==> config.mk <==
export PLATFORM = sky130hd
export DESIGN_NAME = command_token_lexer
export DESIGN_NICKNAME = d
export VERILOG_FILES = /design/src/hw/rtl/ctl_pkg.sv /design/src/hw/rtl/command_token_lexer.sv /design/src/hw/rtl/ctl_hash_step.sv
export SDC_FILE = /design/constraint.sdc
export NUM_CORES = 1
export LEC_CHECK = 0
export BUFFER_PORTS_ARGS = -buffer_cell sky130_fd_sc_hd__buf_2
export CAP_MARGIN = 20
export CORE_ASPECT_RATIO = 1.5
export CORE_MARGIN = 2
export CORE_UTILIZATION = 55
export CTS_CLUSTER_SIZE = 30
export DETAILED_ROUTE_END_ITERATION = 7
export HOLD_SLACK_MARGIN = 0.03
export PLACE_DENSITY = 0.76
export SYNTH_ARGS = -nofsm -noshare
export SYNTH_HDL_FRONTEND = slang
export SYNTH_SLANG_ARGS = --single-unit
==> constraint.sdc <==
create_clock -name aclk -period 13.4 [get_ports aclk]
set_input_delay 3.35 -clock aclk [delete_from_list [all_inputs] [get_ports aclk]]
set_output_delay 3.35 -clock aclk [all_outputs]
set_load 0.02 [all_outputs]
==> src/hw/rtl/ctl_pkg.sv <==
// ----------------------------------------------------------------------------
// ctl_pkg: shared constants and types of the command token lexer
// Token kinds, register indices, character codes and default settings.
// ----------------------------------------------------------------------------
package ctl_pkg;

    localparam int HASH_TABLE_SIZE_DEF = 4096;
    localparam int MAX_TOKEN_LEN_DEF   = 1023;
    localparam int HASH_W              = 32;
    localparam int NUM_W               = 64;
    localparam int LEN_W               = 10;

    localparam logic [15:0] HASH_MULT_RST = 16'd1024;
    localparam logic [15:0] HASH_DIV_RST  = 16'd64;

    localparam logic [0:0] CFG_HASH_MULT = 1'd0;
    localparam logic [0:0] CFG_HASH_DIV  = 1'd1;

    typedef enum logic [3:0] {
        KIND_END      = 4'd0,
        KIND_INT      = 4'd1,
        KIND_ID       = 4'd2,
        KIND_VER      = 4'd3,
        KIND_BAD_NUM  = 4'd4,
        KIND_BAD_ID   = 4'd5,
        KIND_BAD_CHAR = 4'd6,
        KIND_UPPER_V  = 4'd7,
        KIND_OVF      = 4'd8
    } kind_t;

    localparam logic [7:0] CH_SEMI  = 8'h3B;
    localparam logic [7:0] CH_DASH  = 8'h2D;
    localparam logic [7:0] CH_DOT   = 8'h2E;
    localparam logic [7:0] CH_UNDER = 8'h5F;
    localparam logic [7:0] CH_SPACE = 8'h20;
    localparam logic [7:0] CH_TAB   = 8'h09;
    localparam logic [7:0] CH_LF    = 8'h0A;

endpackage

==> src/hw/rtl/command_token_lexer.sv <==
// ----------------------------------------------------------------------------
// command_token_lexer: character stream lexer for command text
// Skips blanks, builds integer and identifier tokens with a keyword hash.
// ----------------------------------------------------------------------------
// One character word per s_ handshake. A blank, a digit or a dropped
// character that ends no token passes through the accept and finish phases
// only. A letter or identifier character runs the hash step through a
// bit-serial unit, a shift-add multiply over the multiplier bits followed by
// a restoring divide. A terminator that ends a token, and any semicolon,
// yields one or two result words on m_ through one output register, each
// word waiting until the output register has drained.
// s_ready stays low until the last word of a character is loaded; the next
// character waits while a word is still held. Integer digits update a
// 64-bit accumulator with one shift-add (x8 + x2 + d) per digit.
// Configuration writes are taken at any time but must only be issued while
// the lexer is idle.
module command_token_lexer #(
    parameter int HASH_TABLE_SIZE = ctl_pkg::HASH_TABLE_SIZE_DEF,
    parameter int MAX_TOKEN_LEN   = ctl_pkg::MAX_TOKEN_LEN_DEF
) (
    input  logic        aclk,
    input  logic        aresetn,
    input  logic        s_valid,
    output logic        s_ready,
    input  logic [7:0]  s_char_in,
    output logic        m_valid,
    input  logic        m_ready,
    output logic [3:0]  m_token_kind,
    output logic [63:0] m_int_value,
    output logic [11:0] m_key_hash,
    output logic [9:0]  m_token_len,
    output logic        m_last_of_run,
    input  logic        cfg_valid,
    output logic        cfg_ready,
    input  logic [0:0]  cfg_index,
    input  logic [15:0] cfg_data
);
    import ctl_pkg::*;

    localparam int KEY_W = $clog2(HASH_TABLE_SIZE);

    typedef enum logic [1:0] {M_IDLE, M_NUM, M_ID, M_DROP} mode_t;
    typedef enum logic [2:0] {P_ACC, P_HASH, P_WAIT, P_OUT1, P_OUT2, P_FIN}
        ph_t;

    mode_t              mode_reg;
    ph_t                ph_reg;
    logic [15:0]        mult_reg, div_reg;
    logic [7:0]         ch_reg;
    logic [NUM_W-1:0]   num_reg;
    logic               ovf_reg;
    logic [HASH_W-1:0]  hash_reg;
    logic [LEN_W-1:0]   cnt_reg;
    logic               up_reg, ver_reg;
    logic               busy_reg;
    // pending second word
    logic               two_reg;
    logic               mv_reg;
    logic [3:0]         kind_reg;
    logic [63:0]        val_reg;
    logic [11:0]        key_reg;
    logic [9:0]         len_reg;
    logic               last_reg;

    logic               hs_start, hs_busy, hs_done;
    logic [HASH_W-1:0]  hs_out;
    logic               out_free;
    logic               word_load;

    // character classes
    logic c_blank, c_semi, c_term, c_digit, c_up, c_lo, c_ver, c_idch;
    assign c_blank = ch_reg == CH_SPACE || ch_reg == CH_TAB || ch_reg == CH_LF;
    assign c_semi  = ch_reg == CH_SEMI;
    assign c_term  = c_blank || c_semi;
    assign c_digit = ch_reg >= 8'h30 && ch_reg <= 8'h39;
    assign c_up    = ch_reg >= 8'h41 && ch_reg <= 8'h5A;
    assign c_lo    = ch_reg >= 8'h61 && ch_reg <= 8'h7A;
    assign c_ver   = ch_reg == CH_DASH || ch_reg == CH_DOT;
    assign c_idch  = c_ver || ch_reg == CH_UNDER || c_up || c_lo || c_digit;

    logic [7:0] ch_up;
    assign ch_up = c_lo ? ch_reg - 8'h20 : ch_reg;

    // number step: overflow test and x10 + d in one narrow-enough add
    logic [67:0] num_x10;
    logic [3:0]  dig;
    assign dig     = ch_reg[3:0];
    assign num_x10 = {1'b0, num_reg, 3'b0} + {3'b0, num_reg, 1'b0} + {64'd0, dig};

    logic [LEN_W-1:0] cnt_inc;
    assign cnt_inc = (cnt_reg < LEN_W'(MAX_TOKEN_LEN)) ? cnt_reg + 1'b1 : cnt_reg;

    // finalize: shifts, adds and an xor only
    logic [HASH_W-1:0] f1, f2, f3;
    assign f1 = hash_reg + (hash_reg << 3);
    assign f2 = f1 ^ (f1 >> 11);
    assign f3 = f2 + (f2 << 5);
    logic [11:0] key_fin;
    assign key_fin = 12'(f3[KEY_W-1:0]);

    assign hs_start = (ph_reg == P_HASH);
    assign hs_busy  = (ph_reg == P_WAIT);

    // payload registers double as staging, so a new word waits for the old
    assign out_free  = !mv_reg || m_ready;
    assign word_load = busy_reg && (ph_reg == P_OUT1 || ph_reg == P_OUT2) && out_free;

    ctl_hash_step u_hash (
        .aclk     (aclk),
        .aresetn  (aresetn),
        .start    (hs_start),
        .hash_in  (hash_reg),
        .char_up  (ch_up),
        .mult     (mult_reg),
        .div      (div_reg),
        .done     (hs_done),
        .hash_out (hs_out)
    );

    assign s_ready   = ~busy_reg;
    assign cfg_ready = 1'b1;

    always_ff @(posedge aclk) begin
        if (!aresetn) begin
            mode_reg <= M_IDLE;
            ph_reg   <= P_ACC;
            busy_reg <= 1'b0;
            mv_reg   <= 1'b0;
            two_reg  <= 1'b0;
            mult_reg <= HASH_MULT_RST;
            div_reg  <= HASH_DIV_RST;
            num_reg  <= '0;
            ovf_reg  <= 1'b0;
            hash_reg <= '0;
            cnt_reg  <= '0;
            up_reg   <= 1'b0;
            ver_reg  <= 1'b0;
        end else begin
            if (cfg_valid) begin
                if (cfg_index == CFG_HASH_MULT) mult_reg <= cfg_data;
                else div_reg <= cfg_data;
            end
            if (word_load) mv_reg <= 1'b1;
            else if (m_ready) mv_reg <= 1'b0;

            if (!busy_reg) begin
                if (s_valid) begin
                    ch_reg   <= s_char_in;
                    busy_reg <= 1'b1;
                    ph_reg   <= P_ACC;
                end
            end else begin
                unique case (ph_reg)
                    P_ACC: begin
                        if (out_free) begin
                            ph_reg   <= P_FIN;
                            two_reg  <= 1'b0;
                            kind_reg <= KIND_END;
                            val_reg  <= '0;
                            key_reg  <= '0;
                            len_reg  <= '0;
                            unique case (mode_reg)
                                M_IDLE: begin
                                    if (c_semi) begin
                                        ph_reg <= P_OUT1;
                                    end else if (c_digit) begin
                                        num_reg  <= {60'd0, dig};
                                        ovf_reg  <= 1'b0;
                                        hash_reg <= '0;
                                        cnt_reg  <= LEN_W'(1);
                                        up_reg   <= 1'b0;
                                        ver_reg  <= 1'b0;
                                        mode_reg <= M_NUM;
                                    end else if (c_up || c_lo) begin
                                        num_reg  <= '0;
                                        ovf_reg  <= 1'b0;
                                        hash_reg <= '0;
                                        cnt_reg  <= LEN_W'(1);
                                        up_reg   <= c_up;
                                        ver_reg  <= 1'b0;
                                        mode_reg <= M_ID;
                                        ph_reg   <= P_HASH;
                                    end else if (!c_blank) begin
                                        kind_reg <= KIND_BAD_CHAR;
                                        len_reg  <= 10'd1;
                                        mode_reg <= M_DROP;
                                        ph_reg   <= P_OUT1;
                                    end
                                end
                                M_NUM: begin
                                    if (c_digit) begin
                                        if (num_x10[67:64] != 4'd0) ovf_reg <= 1'b1;
                                        else num_reg <= num_x10[63:0];
                                        cnt_reg <= cnt_inc;
                                    end else begin
                                        len_reg <= 10'(cnt_reg);
                                        ph_reg  <= P_OUT1;
                                        if (!c_term) begin
                                            kind_reg <= KIND_BAD_NUM;
                                            mode_reg <= M_DROP;
                                        end else if (ovf_reg) begin
                                            kind_reg <= KIND_OVF;
                                            mode_reg <= M_DROP;
                                        end else begin
                                            kind_reg <= KIND_INT;
                                            val_reg  <= num_reg;
                                            mode_reg <= M_IDLE;
                                        end
                                        if (c_semi) begin
                                            two_reg  <= 1'b1;
                                            mode_reg <= M_IDLE;
                                        end
                                    end
                                end
                                M_ID: begin
                                    if (c_ver) ver_reg <= 1'b1;
                                    if (c_up) up_reg <= 1'b1;
                                    if (c_idch) begin
                                        cnt_reg <= cnt_inc;
                                        ph_reg  <= P_HASH;
                                    end else begin
                                        len_reg <= 10'(cnt_reg);
                                        ph_reg  <= P_OUT1;
                                        if (!c_term) begin
                                            kind_reg <= KIND_BAD_ID;
                                            mode_reg <= M_DROP;
                                        end else if (up_reg && ver_reg) begin
                                            kind_reg <= KIND_UPPER_V;
                                            mode_reg <= M_DROP;
                                        end else begin
                                            kind_reg <= ver_reg ? KIND_VER : KIND_ID;
                                            key_reg  <= key_fin;
                                            mode_reg <= M_IDLE;
                                        end
                                        if (c_semi) begin
                                            two_reg  <= 1'b1;
                                            mode_reg <= M_IDLE;
                                        end
                                    end
                                end
                                default: begin
                                    if (c_semi) begin
                                        mode_reg <= M_IDLE;
                                        ph_reg   <= P_OUT1;
                                    end
                                end
                            endcase
                        end
                    end
                    P_HASH: ph_reg <= P_WAIT;
                    P_WAIT: begin
                        if (hs_done) begin
                            hash_reg <= hs_out;
                            ph_reg   <= P_FIN;
                        end
                    end
                    P_OUT1: begin
                        if (word_load) begin
                            last_reg <= ~two_reg;
                            ph_reg   <= two_reg ? P_OUT2 : P_FIN;
                        end
                    end
                    P_OUT2: begin
                        if (word_load) begin
                            kind_reg <= KIND_END;
                            val_reg  <= '0;
                            key_reg  <= '0;
                            len_reg  <= '0;
                            last_reg <= 1'b1;
                            ph_reg   <= P_FIN;
                        end
                    end
                    default: begin
                        busy_reg <= 1'b0;
                        ph_reg   <= P_ACC;
                    end
                endcase
            end
        end
    end

    assign m_valid       = mv_reg;
    assign m_token_kind  = kind_reg;
    assign m_int_value   = val_reg;
    assign m_key_hash    = key_reg;
    assign m_token_len   = len_reg;
    assign m_last_of_run = last_reg;

`ifndef SYNTHESIS
    a_no_accept_busy: assert property (@(posedge aclk) disable iff (!aresetn)
        busy_reg |-> !s_ready) else $error("input taken while busy");
    a_hash_in_id: assert property (@(posedge aclk) disable iff (!aresetn)
        hs_busy |-> mode_reg == M_ID) else $error("hash outside identifier");
    a_second_word: assert property (@(posedge aclk) disable iff (!aresetn)
        (ph_reg == P_OUT2) |-> two_reg) else $error("stray end word");
`endif

endmodule

==> src/hw/rtl/ctl_hash_step.sv <==
// ----------------------------------------------------------------------------
// ctl_hash_step: one keyword hash step, bit serial
// h += c; h += h*mult (one bit of mult per cycle); h ^= h/div (restoring
// divide, one quotient bit per cycle).
// ----------------------------------------------------------------------------
module ctl_hash_step (
    input  logic                         aclk,
    input  logic                         aresetn,
    input  logic                         start,
    input  logic [ctl_pkg::HASH_W-1:0]   hash_in,
    input  logic [7:0]                   char_up,
    input  logic [15:0]                  mult,
    input  logic [15:0]                  div,
    output logic                         done,
    output logic [ctl_pkg::HASH_W-1:0]   hash_out
);
    import ctl_pkg::*;

    typedef enum logic [1:0] {S_IDLE, S_MUL, S_DIV} st_t;

    st_t               st_reg;
    logic [4:0]        cnt_reg;
    logic [HASH_W-1:0] h_reg;      // multiplicand shifting up, then h for the xor
    logic [HASH_W-1:0] acc_reg;    // product
    logic [15:0]       mul_reg;
    logic [HASH_W-1:0] dvd_reg;    // dividend shifting out, quotient in
    logic [15:0]       rem_reg;
    logic              done_reg;

    logic [16:0] rem_sh;
    logic [16:0] rem_sub;
    logic [HASH_W-1:0] mul_sum;

    assign rem_sh  = {rem_reg, dvd_reg[HASH_W-1]};
    assign rem_sub = rem_sh - {1'b0, div};
    // shifted multiplicand, added when that multiplier bit is set
    assign mul_sum = acc_reg + (mul_reg[0] ? h_reg : '0);

    always_ff @(posedge aclk) begin
        if (!aresetn) begin
            st_reg   <= S_IDLE;
            done_reg <= 1'b0;
        end else begin
            done_reg <= (st_reg == S_DIV) && (cnt_reg == 5'd31);
            unique case (st_reg)
                S_IDLE: begin
                    if (start) begin
                        h_reg   <= hash_in + {24'd0, char_up};
                        acc_reg <= hash_in + {24'd0, char_up};
                        mul_reg <= mult;
                        cnt_reg <= '0;
                        st_reg  <= S_MUL;
                    end
                end
                S_MUL: begin
                    acc_reg <= mul_sum;
                    mul_reg <= mul_reg >> 1;
                    if (cnt_reg == 5'd15) begin
                        dvd_reg <= mul_sum;
                        h_reg   <= mul_sum;
                        rem_reg <= '0;
                        cnt_reg <= '0;
                        st_reg  <= S_DIV;
                    end else begin
                        h_reg   <= h_reg << 1;
                        cnt_reg <= cnt_reg + 5'd1;
                    end
                end
                S_DIV: begin
                    // zero divisor: every quotient bit is set
                    if (div == 16'd0 || !rem_sub[16]) begin
                        rem_reg <= rem_sub[15:0];
                        dvd_reg <= {dvd_reg[HASH_W-2:0], 1'b1};
                    end else begin
                        rem_reg <= rem_sh[15:0];
                        dvd_reg <= {dvd_reg[HASH_W-2:0], 1'b0};
                    end
                    cnt_reg <= cnt_reg + 5'd1;
                    if (cnt_reg == 5'd31) begin
                        st_reg <= S_IDLE;
                    end
                end
                default: st_reg <= S_IDLE;
            endcase
        end
    end

    assign done     = done_reg;
    assign hash_out = h_reg ^ dvd_reg;

endmodule

; ---- Word level (Yosys, flattened, before mapping)
; Index checks and enable logic that the tools add are counted.
[op_classes]
add_sub_neg = 10
n_lt_le_gt_ge = 7
n_eq_ne = 42
muxes = 135
bitwise_logic = 5
n_reduce_logical = 57
[op_table]
columns = op, count
row1 = $mux W64, 11
row2 = $mux W32, 10
row3 = $pmux W32 S2, 4
row4 = $pmux W64 S2, 2
row5 = $mux W10, 10
row6 = $mux W12, 6
row7 = $add A67 B65 Y68, 1
row8 = $add A68 B4 Y68, 1
row9 = $pmux W16 S2, 2
row10 = $pmux W10 S3, 2
row11 = $mux W3, 19
row12 = $mux W16, 3
row13 = $mux W2, 17
row14 = $add A32 B32 Y32, 1
row15 = $add A32 B8 Y32, 1
row16 = $eq A8 B6 Y1 const B, 4
row17 = $reduce_and A8 Y1, 4
row18 = $xor A32 B32 Y32, 1
row19 = $ne A2 B2 Y1 const B, 15
row20 = $mux W1, 27
row21 = $pmux W12 S2, 1
row22 = $add A23 B23 Y23, 1
row23 = $reduce_and A7 Y1, 3
row24 = $mux W4, 5
row25 = 48 further kinds, 105
[totals]
reg_bits = 384
output_inout_bits = 94

; ---- Logic depth before layout (Yosys ltp)
[depth]
depth_word = 11
mapped_depth = 23
mapped_depth_nobuf = 23

; ---- Cells and area by module
; Synthesis repeated with hierarchy kept, for this count alone.
[hier_totals]
hier_cells = 2790
hier_area_um2 = 25934.9
[by_module_without_submodules]
columns = mod, n_inst, cells_per_inst, area_each_um2
row1 = command_token_lexer, 1, 1803, 16105.4
row2 = ctl_hash_step, 1, 987, 9829.4

; ---- Least setup slack after synthesis
; Ideal clock, no wire load.
[synth_path]
path_kind = input to register
from = in aresetn
to = reg val_reg[0], in the netlist m_int_value[0], enable pin
setup_time_ns = 0.760
arrival_time_ns = 12.194
required_time_ns = 12.640
setup_slack_ns = 0.447
path_stages = 3
n_path_buf = 1
path_cell_list = clkbuf_1 nand2_1 nor4_1
[synth_via]
elab_chain_len = 1
[synth_lines]
columns = item, line
row1 = "start, declared", command_token_lexer.sv:22  ; input logic aresetn,
row2 = $reduce_and A5 Y1 (no line), n/a
row3 = "end signal, assigned", command_token_lexer.sv:206  ; val_reg <= num_reg;
row4 = "end, declared", command_token_lexer.sv:60  ; logic [63:0] val_reg;
; No other way between the ends.
; A chain may end at the register's enable or synchronous reset.

; ---- Worst setup path after layout
[layout_path]
from = reg ch_reg[3]
to = reg num_reg[12]
[layout_via]
elab_chain_len = 5
word_cells_on_any_way = 23
classes_between = add/sub (1) / order compare (6) / eq/ne (5) / mux (5) / reduce/logical (6)
[layout_lines]
columns = item, line
row1 = "start, declared", command_token_lexer.sv:49  ; logic [7:0] ch_reg;
row2 = "start signal, assigned", command_token_lexer.sv:148  ; ch_reg <= s_char_in;
row3 = branches (longest 5 deep; another with $add A68 B4 Y68), n/a
row4 = "end signal, assigned", command_token_lexer.sv:167  ; num_reg <= {60'd0, dig};
row5 = "end signal, assigned", command_token_lexer.sv:193  ; else num_reg <= num_x10[63:0];
row6 = "end, declared", command_token_lexer.sv:50  ; logic [NUM_W-1:0] num_reg;
; Parallel ways; which one is timed is not known. The select of a mux whose other input is x is not followed.

==> out/qor.txt <==
WORST SETUP PATH
-------------------------------------------------------------------------------
Buf+Inv Stages, Crit Path ........................................            3
Arrival time at the worst endpoint ...............................      6.25 ns
Worst reg2reg setup slack ........................................      7.58 ns
Worst path slowest cell ..........................................     o311ai_0
Data required time at the worst endpoint .........................     13.84 ns
Critical path cell sequence ...................................... inv_1, fa_1, inv_1, ha_1, a211oi_1, nor2_1, o311ai_0, a21oi_1, nand3_1, o21ai_0, a21oi_1, or4_1, or4b_4, o211a_1, buf_4, a22o_1
Cell family with the largest share of critical-path delay ........ compound AO/OA/AOI/OAI gates
Crit path largest cell delay .....................................      0.61 ns
CP Max Fanout ....................................................           38
Kind of start point of the critical path .........................    flip-flop
Type of the worst setup path ..................................... flip-flop to flip-flop
Kind of end point of the critical path ...........................    flip-flop

CLOCKING
-------------------------------------------------------------------------------
CTS tree .........................................................        built
Root buffer cell .................................................    clkbuf_16
Maximum level of the CTS H-tree ..................................            2
Number of buffers created by CTS .................................           38
Post-cts hold buffer count .......................................            0
Worst-skew pair later-pin latency ................................      0.56 ns
Number of sinks driven by the clock tree .........................          384
Clock transition at the registers of the reported paths ..........      0.06 ns
Setup fix buffers added after clock tree synthesis ...............            0
CTS max path bufs ................................................            3
Post-CTS sizing ..................................................            0

SYNTHESIS
-------------------------------------------------------------------------------
Main combinational cell family by area after synthesis ........... compound AO/OA/AOI/OAI gates
Number of instances in the synthesized netlist ...................        2,623
Simple-gate portion of the synthesized area ......................       16.96%
Register area share after synthesis ..............................       40.39%
Number of enable-type register cells in the synthesized netlist ..          232
Synth Register Bits ..............................................          384
Per-instance average area after synthesis ........................    9.447 um2
Post-synth top flop ..............................................     edfxtp_1
Post-Synth XOR/XNOR Area .........................................       7.069%
YS warnings ......................................................            0
Area fraction in compound gates after synthesis ..................       17.99%
Async set-reset flop share out of synthesis ......................           0%
Adder and majority gate portion of the synthesized area ..........       11.83%
Post-Synthesis Cell Area .........................................  0.02478 mm2
Count of unique library cells instantiated by Yosys ..............           77
Multiplexer share of the synthesized area ........................       2.247%
Synthesized net count ............................................        2,883

DIE
-------------------------------------------------------------------------------
Core ar. .........................................................  0.04469 mm2
# IOs ............................................................          124
Die H ............................................................     264.0 um
X dimension of the die ...........................................     177.3 um
Total number of placement rows ...................................           95
Starting Density .................................................       55.45%
Full die area ....................................................  0.04680 mm2

GRT
-------------------------------------------------------------------------------
Vias in the first global route ...................................       20,320
Initial antenna violation count ..................................            1
Tot GR Track Use .................................................       26.14%
Wire length of the first global-routing pass .....................     99.95 mm
Final global-route overflow total ................................            0
Pin count of the biggest net entering global routing .............          104

PLACED DESIGN
-------------------------------------------------------------------------------
Cell area reported after detailed placement ......................  0.02575 mm2
HPWL after DPL ...................................................     44.80 mm
Pre-CTS setup slack ..............................................     7.159 ns
Count of buffers inserted at the top-level ports .................          122
Final RePlAce weighted congestion ................................       0.9501

RUN STATUS
-------------------------------------------------------------------------------
Run status ....................................................... complete, no violations

STA
-------------------------------------------------------------------------------
Final-report hold violation count ................................            0
Maximum clock frequency ..........................................   0.1719 GHz
Unrepaired setup endpoints after global routing ..................           no
Total of endpoints with negative setup slack in the final report .            0
Final period utilization .........................................       43.41%
Setup Skew .......................................................   0.02282 ns
Worst hold margin ................................................    0.4676 ns
Slew Viols, Final ................................................            0
Least-Margin Pin Slew ............................................     1.095 ns
Final setup TNS ..................................................         0 ns
Final critical-path required period ..............................     5.817 ns
Setup slack after layout .........................................     7.583 ns
Tightest slew margin relative to the limit .......................       27.00%

CELLS AND AREA
-------------------------------------------------------------------------------
Most frequent cells in the layout ................................ nand2_1 (261), a21oi_1 (232), edfxtp_1 (232), ha_1 (222), nor2_1 (153)
Post-Layout Inst Area ............................................  0.02699 mm2
Share of cells above drive strength 1 ............................       9.088%
Layout Nets ......................................................        2,937
Fillers ..........................................................        3,832
Most common cell after layout, fill and taps aside ...............      nand2_1
Antenna cell count ...............................................            0
Layout overhead on the synthesized area ..........................       8.907%

DRT
-------------------------------------------------------------------------------
Final ANT Viol Nets ..............................................            0
Post-DR wirelength/cell ..........................................     18.76 um
Final WL .........................................................     61.70 mm
Detailed-router iteration count before antenna repair ............            7
Routed vias ......................................................       19,880
Via count normalized by instance count ...........................        6.046
Drt drc ..........................................................            0
Drt initial violations ...........................................        1,219

PWR
-------------------------------------------------------------------------------
Static power due to leakage ......................................   0.01125 uW
Power density over cell area ..................................... 100.7 mW/mm2
VDD IR max .......................................................   0.08521 mV

FLOW RUN
-------------------------------------------------------------------------------
Number of max-cap violations .....................................            0

WORST HOLD PATH
-------------------------------------------------------------------------------
Class of the most critical hold timing path ...................... flip-flop to flip-flop

==> per-stage QoR <==
step / util, % / total power (uW) / cells
2_1_floorplan: - / 1601 / 2623
3_3_place_gp: 57.61 / 1675 / 3217
3_5_place_dp: 57.61 / 1686 / 3217
4_1_cts: 60.26 / 2726 / 3287
5_1_grt: 60.38 / 2808 / 3289
6_report: 60.38 / 2717 / 3289
==> power by group <==
| group | total, uW | leakage, uW | internal [uW] | switching (uW) |
|---|---|---|---|---|
| Sequential | 1330 | 0.00343 | 1300 | 25.8 |
| Clock | 1050 | 0.000579 | 579 | 470 |
| Combinational | 339 | 0.00724 | 121 | 218 |
| Total | 2720 | 0.0112 | 2000 | 714 |
==> path summary, 6_finish.rpt <==
kind | start | end | depth (start not counted)
hold / removal | mult_reg[2]$_SDFFE_PN0P_ | mult_reg[2]$_SDFFE_PN0P_ | 2
setup reg to reg | ch_reg[3]$_DFFE_PP_ | num_reg[12]$_SDFFE_PN0P_ | 16
hold reg to reg | mult_reg[2]$_SDFFE_PN0P_ | mult_reg[2]$_SDFFE_PN0P_ | 2
setup / recovery | ch_reg[3]$_DFFE_PP_ | num_reg[12]$_SDFFE_PN0P_ | 16
==> cells in the mapped netlist (all sizes together), types with 8 or more instances <==
| cell | instances | area share [%] |
|---|---|---|
| nand2 | 261 | 4.0 |
| a21oi | 232 | 4.7 |
| edfxtp | 232 | 28 |
| ha | 223 | 11 |
| nor2 | 154 | 2.3 |
| dfxtp | 152 | 12 |
| xnor2 | 141 | 5.0 |
| o21ai | 122 | 2.5 |
| and2 | 116 | 2.9 |
| clkbuf | 97 | 1.5 |
| inv | 94 | 1.4 |
| nor3 | 62 | 1.3 |
| xor2 | 59 | 2.1 |
| nand3 | 58 | 1.2 |
| a22o | 57 | 2.0 |
| nor2b | 56 | 1.4 |
| a21o | 52 | 1.6 |
| a21boi | 46 | 1.4 |
| mux2i | 32 | 1.3 |
| nand4 | 32 | 0.81 |
| buf | 27 | 0.61 |
| o21bai | 27 | 0.82 |
| and3 | 25 | 0.63 |
| mux2 | 21 | 0.95 |
| nand2b | 21 | 0.53 |
| a31oi | 18 | 0.45 |
| o31ai | 18 | 0.55 |
| a211oi | 17 | 0.52 |
| o21a | 17 | 0.52 |
| nor4 | 16 | 0.43 |
| o211ai | 16 | 0.48 |
| or3 | 15 | 0.38 |
| a2111oi | 9 | 0.40 |
| or2 | 8 | 0.20 |
==> worst reg2reg max path: stages (launching register included) <==
cell and delay, ns:
edfxtp_1 0.46, inv_1 0.17, fa_1 0.56, inv_1 0.07
ha_1 0.31, a211oi_1 0.22, nor2_1 0.11, o311ai_0 0.61
a21oi_1 0.25, nand3_1 0.19, o21ai_0 0.24, a21oi_1 0.58
or4_1 0.23, or4b_4 0.50, o211a_1 0.48, buf_4 0.40
a22o_1 0.32
==> cell type report <==
type                    count  area, um2  area share, %
clock buffers              58       1077          3.992
clock inverters            12      108.9         0.4034
flip-flops and latches    384      10010          37.09
multi-input cells        2021      13940          51.65
repair buffers            138      770.7          2.856
inverters                  94      352.8          1.307
well taps                 582      728.2          2.698
==> metal layers <==
layer,wire (um),vias up,global-route usage [%]
met4,3295,2,13.82
li1,-,9619,-
met2,33100,499,49.67
met5,13,-,0
met1,23220,9555,27.81
met3,2069,209,2.879
==> cell families after synthesis <==
kind of cell               after synthesis
buffers and inverters                  218
and+or+nand+nor                        850
xor gates and xnor gates               200
DFF                                    384
adders and majority gates              230
other                                    1
muxes                                   53
AOI/OAI and AO/OA                      687
(Power assumes the default switching activity.)
